<file path="config.mk">
export PLATFORM = sky130hd
export DESIGN_NAME = ipm_isqrt
export DESIGN_NICKNAME = d
export VERILOG_FILES = /design/src/rtl/core/ipm_pkg.sv /design/src/rtl/core/ipm_isqrt.sv
export SDC_FILE = /design/constraint.sdc
export NUM_CORES = 2
export LEC_CHECK = 0
export BUFFER_PORTS_ARGS = -buffer_cell sky130_fd_sc_hd__buf_4
export CAP_MARGIN = 20
export CORE_ASPECT_RATIO = 0.6
export CORE_MARGIN = 5
export CORE_UTILIZATION = 60
export DETAILED_ROUTE_END_ITERATION = 7
export PLACE_DENSITY = 0.73
export SYNTH_ARGS = -nofsm -noshare
export SYNTH_HDL_FRONTEND = slang
export SYNTH_SLANG_ARGS = --single-unit
</file>
<file path="constraint.sdc">
create_clock -name clk -period 5.8 [get_ports clk]
set_input_delay 0.58 -clock clk [delete_from_list [all_inputs] [get_ports clk]]
set_output_delay 0.58 -clock clk [all_outputs]
set_load 0.01 [all_outputs]
</file>
<file path="src/rtl/core/ipm_pkg.sv">
// Shared widths and pipeline depths for the invariant mass block.
package ipm_pkg;

    localparam int FIELD_W   = 20;
    localparam int IN_W      = 8 * FIELD_W;
    localparam int OUT_W     = 22;
    localparam int OUT_TW    = 24;
    localparam int RAD_W     = 46;
    localparam int ROOT_W    = RAD_W / 2;
    localparam int REM_W     = ROOT_W + 2;
    localparam int SQ_W      = 40;
    localparam int DOT_W     = 43;
    localparam int MSUM_W    = 41;
    localparam int PROD_W    = 2 * ROOT_W;
    localparam int RADS_W    = 50;
    // squares, sums, root, product, radicand, root, output register
    localparam int LAT       = 1 + 1 + ROOT_W + 1 + 1 + ROOT_W + 1;
    localparam logic [OUT_W-1:0] OUT_MAX = {OUT_W{1'b1}};

endpackage

</file>
<file path="src/rtl/core/ipm_isqrt.sv">
// Pipelined floor square root, one result bit per stage.
module ipm_isqrt
    import ipm_pkg::*;
(
    input  logic              clk,
    input  logic              en,
    input  logic [RAD_W-1:0]  rad,
    output logic [ROOT_W-1:0] root
);

    logic [RAD_W-1:0]  x_reg [ROOT_W];
    logic [REM_W-1:0]  r_reg [ROOT_W];
    logic [ROOT_W-1:0] q_reg [ROOT_W];
    logic [RAD_W-1:0]  x_next [ROOT_W];
    logic [REM_W-1:0]  r_next [ROOT_W];
    logic [ROOT_W-1:0] q_next [ROOT_W];
    logic [RAD_W-1:0]  x_in [ROOT_W];
    logic [REM_W-1:0]  r_in [ROOT_W];
    logic [ROOT_W-1:0] q_in [ROOT_W];
    logic [REM_W+1:0]  rr [ROOT_W];
    logic [REM_W+1:0]  trial [ROOT_W];

    always_comb
    begin
        for (int s = 0; s < ROOT_W; s++)
        begin
            if (s == 0)
            begin
                x_in[s] = rad;
                r_in[s] = '0;
                q_in[s] = '0;
            end
            else
            begin
                x_in[s] = x_reg[s-1];
                r_in[s] = r_reg[s-1];
                q_in[s] = q_reg[s-1];
            end
            // bring down the next two radicand bits, try root*4+1
            rr[s]    = {r_in[s], x_in[s][RAD_W-1 -: 2]};
            trial[s] = {1'b0, q_in[s], 2'b01};
            x_next[s] = {x_in[s][RAD_W-3:0], 2'b00};
            if (rr[s] >= trial[s])
            begin
                r_next[s] = REM_W'(rr[s] - trial[s]);
                q_next[s] = {q_in[s][ROOT_W-2:0], 1'b1};
            end
            else
            begin
                r_next[s] = rr[s][REM_W-1:0];
                q_next[s] = {q_in[s][ROOT_W-2:0], 1'b0};
            end
        end
    end

    always_ff @(posedge clk)
    begin
        if (en)
        begin
            for (int s = 0; s < ROOT_W; s++)
            begin
                x_reg[s] <= x_next[s];
                r_reg[s] <= r_next[s];
                q_reg[s] <= q_next[s];
            end
        end
    end

    assign root = q_reg[ROOT_W-1];

endmodule

</file>
==> out/results.ini <==
[floorplanning]
die_x_um=418
core_sq_mm=0.0988
row_count=89
die_y_um=255
start_util_pct=60.7
io_pins=71
die_area_sq_mm=0.107

[synth]
yosys-top-cells-area=edfxtp_1 (65%), ha_1 (6.3%), xnor2_1 (3.4%)
synth-async-reset-ratio_pct=0
synth_top_area_cell=edfxtp_1
synthesis.nets=4914
synth_top_area_share_pct=65.1
synthTopCellsByCount=edfxtp_1 (1300), inv_1 (371), ha_1 (300)
yosysWarnings=0
yosysMostFrequentCell=edfxtp_1
synth_edf_count=1300
syn_inst=4566
ys_seq_area_share_pct=65.1
synth.avg_cell_area_sq_um=13.1
synth_cell_type_count=78
ys.flop_type=edfxtp_1
netlist_area_sq_mm=0.0600
synth-seq-cells=1300

[worst_setup_path]
arrival_ns=4.91
crit_chain=ha_1 > nor3_1 > a211oi_1 > buf_4 > a2111oi_0 > o21ai_0 > o21ai_0 > o211ai_1 > buf_4 > buf_4 > a31o_2
critPathBufInv=3
startpoint=r_reg[2][76]
critical-path-top-delay-family=compound AO/OA/AOI/OAI gates
crit_slowest_cell=a2111oi_0
start_kind=flop
cp.required_ns=6.32
cp-end-kind=flop
cpPeakStageDelay_ns=0.89
r2r-start=r_reg[2][76]
crit_fanout=16
crit_path_frequent_cell=buf_4
path_class=flop to flop

[hold_path]
hold_class=primary input to flop
min_from=rad[9]

[timing]
timing_hold_violations_final=0
max_slew_margin_pct=24.3
finClkSkew_ns=0.0766
max_freq_mhz=228
setup_viol=0
period_needed_ns=4.39
fin_ws_ns=1.41
finalCritPeriodShare_pct=75.6
tightest_slew_ns=1.14
setup_tns_ns=0
slew_violations=0
rsz0062_at_grt=no

[clock_network]
cts.sinks=1300
cts-htree-levels=3
cts.reportedPaths.clkPinSlew_ns=0.07
cts_tree=yes
clock_latency_ns=0.76
cts_resized=0
clockBufferDepth=3
numCtsBuffers=114
cts-root-buf=clkbuf_16

[layout]
final_nets=5103
layout.cells.non_filler=6163
final_util_pct=67.3
finalInstanceArea_sq_mm=0.0665
area_delta_synth_final_pct=10.9
drive_gt1_share_pct=7.43
largest_reg_flops=518

[global_route]
grt.overflow.total=0
grt_max_degree=181
track_usage_pct=22.9
antenna_found_initial=3
first_global_vias=33600
grt_pass1_wl_um=191000

[drt]
drtIter0Drc=4199
drc=0
totalWireLength_um=122000
via_per_inst=5.92
ant_nets=0
wl_per_cell_um=19.9
vias=36500
dr.pass1.iters=6

[place]
place_ws_ns=1.57
globalplace.congestion=0.924
dp.cells=5913
portBuffers=70
placed_area_sq_mm=0.0623
dpl.hpwl_um=86200

[pwr]
power-per-cell-area_mw_per_mm2=369
leakage_nw=25.4
vdd_drop_max_mv=0.295

[flow_run]
cap_viol_max_count=0

[status]
status=finished, final reports clean

-- cell usage in the layout (no fill, tap or decap), drive strengths merged, types with 55 or more instances in the layout --
cell type	count
ha	300
nand2b	61
o21a	57
o21ai	242
a21oi	274
nand2	288
buf	101
inv	372
nand4	55
nor3	111
xnor2	231
a21o	94
nor4	70
clkbuf	135
nor2	299
nand3	73
xor2	187
edfxtp	1300
-- report_power, final --
group          total [W]  switching (W)  internal [W]
Sequential        0.0124       0.000709        0.0117
Combinational    0.00441        0.00256       0.00185
Clock            0.00766        0.00344       0.00422
Total             0.0245        0.00671        0.0178
-- kinds of logic (layout without fill, tap and decap cells) --
logic type / Yosys count / in the layout / share of synthesized area [%]
adder cells (fa/ha/maj): 300 / 300 / 6.26
multiplexers: 57 / 57 / 1.07
AO/OA/AOI/OAI: 877 / 877 / 9.04
AND/OR/NAND/NOR: 1170 / 1170 / 9.64
other: 1 / 2 / 0.00625
buffers and inverters: 443 / 720 / 2.80
flip-flops: 1300 / 1300 / 65.1
XOR/XNOR: 418 / 418 / 6.12
-- path summary, 6_finish.rpt --
path                   end  slack [ns]  cells past startpoint
max          r_reg[2][104]        1.41                     11
min            x_reg[0][9]        0.06                      1
max reg2reg  r_reg[2][104]        1.41                     11
min reg2reg   q_reg[2][99]        0.39                      0
-- repair_timing --
| action | 4_1_cts | 5_1_grt |
|---|---|---|
| endpoints found under the hold margin | 43 | 0 |
| buffers inserted | 0 | 0 |
| hold buffers | 43 | 0 |
-- metal layers --
layer / share of wire, % / GRT usage [%] / vias to the layer above
met5: 0 / 0 / -
met4: 1.5 / 4.24 / 0
met3: 10 / 5.87 / 141
met2: 36 / 27.8 / 1423
met1: 52 / 40.3 / 17600
li1: - / - / 17300
-- area by class of cell --
cell class / count / area, sq um
flip-flops and latches: 1300 / 39000
repair buffers: 145 / 1340
fillers: 6939 / 32300
clock inverters: 69 / 837
diodes: 1 / 2.50
well taps: 1319 / 1650
clock buffers: 135 / 2930
multi-input cells: 2823 / 19300
inverters: 371 / 1390
-- through the flow --
step	total power [W]	hold WS, ns
final	0.0245	0.0577
after global routing	0.0256	0.0162
after CTS	0.0246	0.0133
after detailed placement	0.0169	0.405
after global placement	0.0167	0.400
after floorplan	0.0155	0.400
Note: power is estimated with default switching activity, not from simulation.
